`src/hdl/ccmd_pkg.sv`:
```
`timescale 1ns / 1ps
// ---------------------------------------------------------------------------
// ccmd_pkg
// Shared types, codes and constants of the character lcd command engine.
// ---------------------------------------------------------------------------
package ccmd_pkg;

  // default geometry
  localparam int CCMD_COLUMNS = 16;

  // configuration port
  localparam int CFG_IDX_W  = 1;
  localparam int CFG_DATA_W = 7;
  localparam logic [CFG_IDX_W-1:0] CFG_DISPLAY_ADDR   = 1'd0;
  localparam logic [CFG_IDX_W-1:0] CFG_BACKLIGHT_ADDR = 1'd1;
  localparam logic [6:0] DISPLAY_ADDR_RST   = 7'(8'h7c >> 1);
  localparam logic [6:0] BACKLIGHT_ADDR_RST = 7'(8'hc4 >> 1);

  // command opcodes
  typedef enum logic [3:0] {
    OP_TEXT    = 4'd0,
    OP_RAW     = 4'd1,
    OP_ROW     = 4'd2,
    OP_COL     = 4'd3,
    OP_CLEAR   = 4'd4,
    OP_DISPLAY = 4'd5,
    OP_ENTRY   = 4'd6,
    OP_COLOR   = 4'd7,
    OP_SCROLL  = 4'd8
  } op_t;

  // color channels
  localparam logic [1:0] CH_RED   = 2'd0;
  localparam logic [1:0] CH_GREEN = 2'd1;
  localparam logic [1:0] CH_BLUE  = 2'd2;

  // control bytes and lcd commands
  localparam logic [7:0] CMD_CTRL      = 8'h80;
  localparam logic [7:0] DATA_CTRL     = 8'h40;
  localparam logic [7:0] ROW0_BASE     = 8'h80;
  localparam logic [7:0] ROW1_BASE     = 8'hc0;
  localparam logic [7:0] CMD_CLEAR     = 8'h01;
  localparam logic [7:0] CMD_ENTRY     = 8'h04;
  localparam logic [7:0] CMD_DISPLAY   = 8'h08;
  localparam logic [7:0] CMD_SHIFT     = 8'h10;
  localparam logic [7:0] SHIFT_DISPLAY = 8'h08;
  localparam logic [7:0] SHIFT_RIGHT   = 8'h04;
  localparam logic [7:0] REG_RED       = 8'h04;
  localparam logic [7:0] REG_GREEN     = 8'h03;
  localparam logic [7:0] REG_BLUE      = 8'h02;
  localparam logic [7:0] NEWLINE_CHAR  = 8'h0a;

  // reset values of the mode bits
  localparam logic [1:0] ENTRY_RST   = 2'b10;
  localparam logic [2:0] DISPLAY_RST = 3'b100;

  // one bus write
  typedef struct packed {
    logic [6:0] bus_addr;
    logic [7:0] reg_addr;
    logic [7:0] data_byte;
    logic [4:0] cells_left;
    logic       display_full;
    logic       last;
  } wr_word_t;

  // writes produced by one command
  typedef struct packed {
    logic [1:0] cnt;
    wr_word_t   w0;
    wr_word_t   w1;
  } step_res_t;

endpackage

```
`src/hdl/ccmd_core.sv`:
```
`timescale 1ns / 1ps
// ---------------------------------------------------------------------------
// ccmd_core
// Cursor and mode state with the command decode that turns one command
// into up to two bus writes.
// ---------------------------------------------------------------------------
module ccmd_core #(
  parameter int COLUMNS = ccmd_pkg::CCMD_COLUMNS
) (
  input  logic                clk,
  input  logic                rst_n,
  input  logic                step_en,
  input  logic [3:0]          opcode,
  input  logic [7:0]          value,
  input  logic [1:0]          channel,
  input  logic [6:0]          disp_addr,
  input  logic [6:0]          bl_addr,
  output ccmd_pkg::step_res_t res
);
  import ccmd_pkg::*;

  localparam int COL_W = $clog2(COLUMNS + 1);
  localparam int CW    = $clog2(2 * COLUMNS) + 1;
  localparam logic [COL_W-1:0] COL_LAST  = COL_W'(COLUMNS - 1);
  localparam logic [COL_W:0]   COL_LAST1 = (COL_W + 1)'(COLUMNS - 1);
  localparam logic [7:0]       COL_MAX   = 8'(COLUMNS);
  localparam logic [CW-1:0]    CNT_COLS  = CW'(COLUMNS);
  localparam logic [CW-1:0]    CNT_LAST  = CW'(COLUMNS - 1);
  localparam logic [CW-1:0]    CNT_FULL  = CW'(2 * COLUMNS - 1);
  localparam logic [CW-1:0]    CNT_SAT   = CW'(31);

  logic             row_r, row_nxt;
  logic [COL_W-1:0] col_r, col_nxt;
  logic [1:0]       entry_r, entry_nxt;
  logic [2:0]       disp_r, disp_nxt;

  logic             rtl, ent_shift, emit_pos;
  logic [COL_W:0]   col_p1;
  logic [CW-1:0]    count;
  logic [4:0]       cells;
  logic             full;

  function automatic logic [7:0] pos_byte(input logic row, input logic [COL_W-1:0] col);
    pos_byte = (row ? ROW1_BASE : ROW0_BASE) | 8'(col);
  endfunction

  function automatic wr_word_t mk_word(input logic [6:0] bus, input logic [7:0] reg_a,
                                       input logic [7:0] data, input logic [4:0] cl,
                                       input logic fl);
    wr_word_t w;
    w.bus_addr     = bus;
    w.reg_addr     = reg_a;
    w.data_byte    = data;
    w.cells_left   = cl;
    w.display_full = fl;
    w.last         = 1'b0;
    mk_word = w;
  endfunction

  assign rtl       = ~entry_r[1];
  assign ent_shift = entry_r[0];
  assign col_p1    = {1'b0, col_r} + (COL_W + 1)'(1);

  // cells left in writing direction from the updated cursor
  always_comb begin
    if (rtl) begin
      count = CW'(col_nxt) + (row_nxt ? CNT_COLS : '0);
    end else begin
      count = (row_nxt ? '0 : CNT_COLS) + (CNT_LAST - CW'(col_nxt));
    end
    cells = (count > CNT_SAT) ? 5'd31 : count[4:0];
    full  = (count >= CNT_FULL);
  end

  // command decode and cursor update
  always_comb begin
    row_nxt   = row_r;
    col_nxt   = col_r;
    entry_nxt = entry_r;
    disp_nxt  = disp_r;
    emit_pos  = 1'b0;
    res.cnt   = 2'd0;
    res.w0    = mk_word(disp_addr, CMD_CTRL, 8'h00, 5'd0, 1'b0);
    res.w1    = mk_word(disp_addr, CMD_CTRL, 8'h00, 5'd0, 1'b0);
    unique case (opcode)
      OP_TEXT: begin
        if (value == NEWLINE_CHAR) begin
          row_nxt = 1'b1;
          col_nxt = rtl ? COL_LAST : '0;
          if (!ent_shift) begin
            res.cnt = 2'd1;
            res.w0  = mk_word(disp_addr, CMD_CTRL, pos_byte(1'b1, col_nxt), cells, full);
          end
        end else if (ent_shift) begin
          res.cnt = 2'd1;
          res.w0  = mk_word(disp_addr, DATA_CTRL, value, 5'd0, 1'b0);
        end else begin
          if (rtl) begin
            if (col_r == '0) begin
              if (!row_r) begin
                row_nxt  = 1'b1;
                col_nxt  = COL_LAST;
                emit_pos = 1'b1;
              end
            end else begin
              col_nxt = col_r - COL_W'(1);
            end
          end else begin
            if (col_p1 > COL_LAST1) begin
              if (!row_r) begin
                row_nxt  = 1'b1;
                col_nxt  = '0;
                emit_pos = 1'b1;
              end else begin
                col_nxt = COL_LAST;
              end
            end else begin
              col_nxt = col_p1[COL_W-1:0];
            end
          end
          res.w0 = mk_word(disp_addr, DATA_CTRL, value, cells, full);
          res.w1 = mk_word(disp_addr, CMD_CTRL, pos_byte(row_nxt, col_nxt), cells, full);
          res.cnt = emit_pos ? 2'd2 : 2'd1;
        end
      end
      OP_RAW: begin
        res.cnt = 2'd1;
        res.w0  = mk_word(disp_addr, DATA_CTRL, value, 5'd0, 1'b0);
      end
      OP_ROW: begin
        if (value <= 8'd1) begin
          row_nxt = value[0];
          res.cnt = 2'd1;
          res.w0  = mk_word(disp_addr, CMD_CTRL, pos_byte(value[0], col_r), 5'd0, 1'b0);
        end
      end
      OP_COL: begin
        if (value <= COL_MAX) begin
          col_nxt = value[COL_W-1:0];
          res.cnt = 2'd1;
          res.w0  = mk_word(disp_addr, CMD_CTRL, pos_byte(row_r, value[COL_W-1:0]),
                            5'd0, 1'b0);
        end
      end
      OP_CLEAR: begin
        row_nxt = 1'b0;
        col_nxt = '0;
        res.cnt = 2'd1;
        res.w0  = mk_word(disp_addr, CMD_CTRL, CMD_CLEAR, 5'd0, 1'b0);
      end
      OP_DISPLAY: begin
        disp_nxt = value[2:0];
        res.cnt  = 2'd1;
        res.w0   = mk_word(disp_addr, CMD_CTRL, CMD_DISPLAY | {5'd0, value[2:0]}, 5'd0, 1'b0);
      end
      OP_ENTRY: begin
        entry_nxt = value[1:0];
        res.cnt   = 2'd1;
        res.w0    = mk_word(disp_addr, CMD_CTRL, CMD_ENTRY | {6'd0, value[1:0]}, 5'd0, 1'b0);
      end
      OP_COLOR: begin
        unique case (channel)
          CH_RED: begin
            res.cnt = 2'd1;
            res.w0  = mk_word(bl_addr, REG_RED, value, 5'd0, 1'b0);
          end
          CH_GREEN: begin
            res.cnt = 2'd1;
            res.w0  = mk_word(bl_addr, REG_GREEN, value, 5'd0, 1'b0);
          end
          CH_BLUE: begin
            res.cnt = 2'd1;
            res.w0  = mk_word(bl_addr, REG_BLUE, value, 5'd0, 1'b0);
          end
          default: begin
            res.cnt = 2'd0;
          end
        endcase
      end
      OP_SCROLL: begin
        res.cnt = 2'd1;
        res.w0  = mk_word(disp_addr, CMD_CTRL,
                          CMD_SHIFT | SHIFT_DISPLAY | (value[0] ? SHIFT_RIGHT : 8'h00),
                          5'd0, 1'b0);
      end
      default: begin
        res.cnt = 2'd0;
      end
    endcase
    // flag the final write of the command
    res.w0.last = (res.cnt == 2'd1);
    res.w1.last = 1'b1;
  end

  // state registers
  always_ff @(posedge clk) begin
    if (!rst_n) begin
      row_r   <= 1'b0;
      col_r   <= '0;
      entry_r <= ENTRY_RST;
      disp_r  <= DISPLAY_RST;
    end else if (step_en) begin
      row_r   <= row_nxt;
      col_r   <= col_nxt;
      entry_r <= entry_nxt;
      disp_r  <= disp_nxt;
    end
  end

endmodule

```
`src/hdl/ccmd_out_buf.sv`:
```
`timescale 1ns / 1ps
// ---------------------------------------------------------------------------
// ccmd_out_buf
// Output register with one pending slot for the second write of a command.
// ---------------------------------------------------------------------------
module ccmd_out_buf (
  input  logic                clk,
  input  logic                rst_n,
  input  logic                load,
  input  ccmd_pkg::step_res_t res,
  output logic                room,
  output logic                out_valid,
  input  logic                out_ready,
  output ccmd_pkg::wr_word_t  out_word
);
  import ccmd_pkg::*;

  logic     out_valid_r, out_valid_nxt;
  logic     pend_valid_r, pend_valid_nxt;
  wr_word_t out_word_r, out_word_nxt;
  wr_word_t pend_word_r, pend_word_nxt;
  logic     take;

  assign take      = out_valid_r & out_ready;
  assign room      = ~pend_valid_r & (~out_valid_r | out_ready);
  assign out_valid = out_valid_r;
  assign out_word  = out_word_r;

  // slot update: new command words, or shift the pending word forward
  always_comb begin
    out_valid_nxt  = out_valid_r;
    pend_valid_nxt = pend_valid_r;
    out_word_nxt   = out_word_r;
    pend_word_nxt  = pend_word_r;
    if (load && res.cnt != 2'd0) begin
      out_valid_nxt  = 1'b1;
      out_word_nxt   = res.w0;
      pend_valid_nxt = (res.cnt == 2'd2);
      pend_word_nxt  = res.w1;
    end else if (take) begin
      out_valid_nxt  = pend_valid_r;
      out_word_nxt   = pend_word_r;
      pend_valid_nxt = 1'b0;
    end
  end

  always_ff @(posedge clk) begin
    if (!rst_n) begin
      out_valid_r  <= 1'b0;
      pend_valid_r <= 1'b0;
    end else begin
      out_valid_r  <= out_valid_nxt;
      pend_valid_r <= pend_valid_nxt;
    end
  end

  always_ff @(posedge clk) begin
    out_word_r  <= out_word_nxt;
    pend_word_r <= pend_word_nxt;
  end

endmodule

```
`src/hdl/char_lcd_cursor_command_engine_top.sv`:
```
`timescale 1ns / 1ps
// ---------------------------------------------------------------------------
// char_lcd_cursor_command_engine_top
// Command engine for a two-row character lcd and its rgb backlight chip.
// ---------------------------------------------------------------------------
// Usage:
//   Commands enter on the in_ channel (opcode, argument, channel) with
//   valid/ready. Each command yields zero, one or two bus register writes
//   on the out_ channel, one word per handshake, out_last on the final one.
//   The cfg_ port sets the display and backlight bus addresses; write it
//   only while no command is in flight.
// Pipeline:
//   A command accepted on in_ is held in the input register, decoded
//   combinationally, and its first word is loaded into the output register
//   once the output buffer has room. A command that yields two writes keeps
//   its second word in the pending slot, and the next command waits until
//   the single output port has drained it.
// Reset:
//   rst_n low clears both channels, homes the cursor, sets left-to-right
//   entry with autoscroll off, display on, and restores the bus addresses.
// Stall:
//   While out_ready is low the output word holds; the input register
//   keeps one command and in_ready drops once it cannot be decoded.
// ---------------------------------------------------------------------------
module char_lcd_cursor_command_engine_top #(
  parameter int COLUMNS = ccmd_pkg::CCMD_COLUMNS
) (
  input  logic                           clk,
  input  logic                           rst_n,
  input  logic                           cfg_we,
  input  logic [ccmd_pkg::CFG_IDX_W-1:0]  cfg_index,
  input  logic [ccmd_pkg::CFG_DATA_W-1:0] cfg_wdata,
  input  logic                           in_valid,
  output logic                           in_ready,
  input  logic [3:0]                     in_opcode,
  input  logic [7:0]                     in_arg,
  input  logic [1:0]                     in_channel,
  output logic                           out_valid,
  input  logic                           out_ready,
  output logic [6:0]                     out_bus_addr,
  output logic [7:0]                     out_reg_addr,
  output logic [7:0]                     out_data_byte,
  output logic [4:0]                     out_cells_left,
  output logic                           out_display_full,
  output logic                           out_last
);
  import ccmd_pkg::*;

  logic       in_valid_r;
  logic [3:0] opcode_r;
  logic [7:0] value_r;
  logic [1:0] channel_r;
  logic [6:0] disp_addr_r;
  logic [6:0] bl_addr_r;
  logic       room, step_en;
  step_res_t  res;
  wr_word_t   out_word;

  assign step_en  = in_valid_r & room;
  assign in_ready = ~in_valid_r | step_en;

  // configuration registers
  always_ff @(posedge clk) begin
    if (!rst_n) begin
      disp_addr_r <= DISPLAY_ADDR_RST;
      bl_addr_r   <= BACKLIGHT_ADDR_RST;
    end else if (cfg_we) begin
      unique case (cfg_index)
        CFG_DISPLAY_ADDR:   disp_addr_r <= cfg_wdata;
        CFG_BACKLIGHT_ADDR: bl_addr_r   <= cfg_wdata;
        default: begin
        end
      endcase
    end
  end

  // input register
  always_ff @(posedge clk) begin
    if (!rst_n) begin
      in_valid_r <= 1'b0;
    end else if (in_ready) begin
      in_valid_r <= in_valid;
    end
  end

  always_ff @(posedge clk) begin
    if (in_valid && in_ready) begin
      opcode_r  <= in_opcode;
      value_r   <= in_arg;
      channel_r <= in_channel;
    end
  end

  ccmd_core #(
    .COLUMNS(COLUMNS)
  ) u_core (
    .clk      (clk),
    .rst_n    (rst_n),
    .step_en  (step_en),
    .opcode   (opcode_r),
    .value    (value_r),
    .channel  (channel_r),
    .disp_addr(disp_addr_r),
    .bl_addr  (bl_addr_r),
    .res      (res)
  );

  ccmd_out_buf u_out (
    .clk      (clk),
    .rst_n    (rst_n),
    .load     (step_en),
    .res      (res),
    .room     (room),
    .out_valid(out_valid),
    .out_ready(out_ready),
    .out_word (out_word)
  );

  assign out_bus_addr     = out_word.bus_addr;
  assign out_reg_addr     = out_word.reg_addr;
  assign out_data_byte    = out_word.data_byte;
  assign out_cells_left   = out_word.cells_left;
  assign out_display_full = out_word.display_full;
  assign out_last         = out_word.last;

endmodule

```
`config.mk`:
```
export PLATFORM = sky130hd
export DESIGN_NAME = char_lcd_cursor_command_engine_top
export DESIGN_NICKNAME = d
export VERILOG_FILES = /design/src/hdl/ccmd_pkg.sv /design/src/hdl/ccmd_core.sv /design/src/hdl/ccmd_out_buf.sv /design/src/hdl/char_lcd_cursor_command_engine_top.sv
export SDC_FILE = /design/constraint.sdc
export NUM_CORES = 1
export LEC_CHECK = 0
export BUFFER_PORTS_ARGS = -buffer_cell sky130_fd_sc_hd__buf_2
export CAP_MARGIN = 20
export CORE_MARGIN = 4
export CORE_UTILIZATION = 50
export DETAILED_ROUTE_END_ITERATION = 10
export PLACE_DENSITY_LB_ADDON = 0.08
export SLEW_MARGIN = 25
export SYNTH_ARGS = -nofsm -noshare
export SYNTH_HDL_FRONTEND = slang
export SYNTH_SLANG_ARGS = --single-unit
export TNS_END_PERCENT = 100
```
`constraint.sdc`:
```
create_clock -name clk -period 5.6 [get_ports clk]
set_input_delay 0.84 -clock clk [delete_from_list [all_inputs] [get_ports clk]]
set_output_delay 0.84 -clock clk [all_outputs]
set_load 0.005 [all_outputs]
```
==> results.py <==
metrics = {
    "worst_setup_path": {
        "critPathKind": "register to register",
        "startpoint": "value_r[5]",
        "worst_path_max_delay_cell": "inv_1",
        "crit_path_start_kind": "register",
        "cp_cell_sequence": "nor4_2 > nand3_1 > nor4_2 > or2_2 > o31ai_4 > buf_4 > inv_1 > nand2_1 > o21ai_0",
        "slowest_delay_ns": 0.66,
        "reg2reg_from": "value_r[5]",
        "crit_path_end_kind": "register",
        "critPathRequiredTime_ns": 5.80,
        "r2r_slack_ns": 1.99,
        "rr_worst_depth": 9,
        "cp_top_family": "simple AND/OR/NAND/NOR gates",
        "cp.depth": 9,
        "path_max_fanout": 41,
        "crit_top_cell": "nor4_2",
        "crit_buf_inv": 2,
        "critical_path_arrival_ns": 3.80,
    },
    "clocking": {
        "clk_pin_slew_ns": 0.09,
        "htree_num_levels": 3,
        "cts_setup_buffers": 0,
        "cts_resized": 0,
        "cts.sinks": 86,
        "cts-buffers-inserted": 9,
        "cts_tree": "built",
        "cts_root_buf": "clkbuf_8",
        "clock_latency_ns": 0.36,
        "cts_hold_buf": 0,
        "cts_max_path_buffers": 2,
    },
    "yosys": {
        "synth_xor_area_share_pct": 1.16,
        "synth_compound_area_share_pct": 18.0,
        "yosysUniqueCellTypes": 67,
        "synth_area_um2": 4520,
        "yosysWarnings": 0,
        "synth-seq-cells": 86,
        "synth_top_flop_cell": "edfxtp_1",
        "synthSimpleGateAreaFrac_pct": 20.5,
        "synth_top_family_by_area": "simple AND/OR/NAND/NOR gates",
        "synthAdderAreaFrac_pct": 2.21,
        "synthCells": 467,
        "synth.avg_cell_area_um2": 9.68,
        "ys_async_sr_fraction_pct": 0,
        "synth_sequential_area_ratio_pct": 51.6,
        "synth.area.mux_share_pct": 1.85,
        "synth-edff-count": 61,
    },
    "route": {
        "drt_pass1_iterations": 5,
        "ant_nets": 0,
        "wire_per_inst_um": 17.5,
        "drc": 0,
        "totalWireLength_mm": 10.8,
        "num_vias": 3622,
        "routed_via_density": 5.86,
        "dr.first_iter.drc_count": 273,
    },
    "timing": {
        "layout_min_cycle_time_ns": 3.61,
        "hold_viol_final": 0,
        "finalClockSkew_ns": 0.00893,
        "rsz0062_at_grt": "no",
        "setup_slack_ns": 1.99,
        "final.setup.tns_ns": 0,
        "max-slew-margin-rel_pct": 44.6,
        "fin_crit_sh_pct": 64.4,
        "max_freq_ghz": 0.277,
        "whs_ns": 0.474,
        "tightest_slew_ns": 0.830,
        "maxSlewViolCount": 0,
        "setup_viol": 0,
    },
    "placement": {
        "pre_cts_ws_ns": 2.08,
        "dpl.hpwl_mm": 7.85,
        "io_buffers": 55,
        "place_congestion": 0.964,
    },
    "power": {
        "p_leak_uw": 0.00200,
        "vdd_drop_max_mv": 0.136,
        "power_density_nw_per_um2": 264,
        "total_power_uw": 1320,
    },
    "finish": {
        "final_nets": 540,
        "mostFrequentLayoutCell": "nand2_1",
        "drive_gt1_share_pct": 17.8,
        "syn_to_final_growth_pct": 10.8,
        "antenna_cells": 0,
        "postLayoutCoreUtil_pct": 57.2,
        "final_cell_mix": "nand2_1, edfxtp_1, buf_2, nor2_1, o21ai_0",
    },
    "die": {
        "row_count": 34,
        "die_w_um": 103,
        "dieArea_um2": 10600,
        "ios": 59,
        "start_util_pct": 51.6,
        "die_y_um": 103,
        "core_um2": 8760,
    },
    "global_routing": {
        "grt_pass1_vias": 3400,
        "antenna_found_initial": 0,
        "grt.overflow.total": 0,
        "grt_pass1_wl_mm": 17.1,
        "grt_use_total_pct": 21.1,
        "grt_max_degree": 42,
    },
    "status": {
        "status": "complete, no violations",
    },
    "worst_hold_path": {
        "hp-start": "disp_addr_r[0]",
        "min_path_type": "register to register",
        "worstHoldPathCells": 0,
    },
    "job": {
        "cap_violations": 0,
    },
}
-- power breakdown --
part	switching (uW)	internal, uW
Sequential	30.2	715
Clock	245	196
Combinational	82.2	55.3
Total	357	966
-- area by class of cell --
class                           count  area, um2
Timing Repair Buffer               56        283
Fill cell                         773       3750
Tap cell                          108        135
Clock inverter                      6       48.8
Multi-Input combinational cell    335       2000
Sequential cell                    86       2330
Inverter                           17       63.8
Clock buffer                       10        149
-- cell families (layout without fill, tap and decap cells) --
group           count (synthesis)  after routing
mux                             8              8
simple gates                  190            190
fa+ha+maj                       8              8
other cells                     1              3
flops                          86             86
buf+inv                        48             89
compound gates                120            120
xor+xnor                        6              6
-- sequential cells by signal, summed over array words and instances (netlist names) --
name,flops
u_out.pend_valid_r,1
channel_r,2
u_core.entry_r,2
opcode_r,4
bl_addr_r,7
u_out.out_valid,1
in_valid_r,1
u_core.col_r,5
disp_addr_r,7
u_out.pend_word_r,20
u_out.out_word,27
value_r,8
u_core.row_r,1
-- worst paths after layout --
check	endpoint
max	u_out.out_word[3]
min	u_out.pend_word_r[23]
max reg2reg	u_out.out_word[3]
min reg2reg	u_out.pend_word_r[23]
-- per-layer routing --
metal / vias up / wire length, um / global-route usage [%]
met4: 0 / 217 / 6.97
met5: - / 0 / 0
met3: 19 / 757 / 4.19
li1: 1773 / - / -
met2: 148 / 5010 / 33.5
met1: 1682 / 4810 / 29.0
-- cells in the mapped netlist (all sizes together), types with 8 or more instances --
library cell  number  area share, %
a21boi             9            1.5
a21oi             20            2.3
a22oi             13            2.2
and2              10            1.4
buf               11            1.5
clkbuf            20            1.7
dfxtp             25             11
edfxtp            61             41
ha                 8            2.2
inv               16            1.3
nand2             79            6.6
nand3             17            1.9
nor2              41            3.8
o211ai             9            1.5
o21ai             35            3.9
-- stage by stage --
stage / cells / instance area, um2
after global placement: 602 / 4810
after floorplan: 469 / 4530
after detailed placement: 602 / 4810
final: 618 / 5010
after global routing: 618 / 5010
after CTS: 618 / 5010
Power figures use the tool's default switching activity.
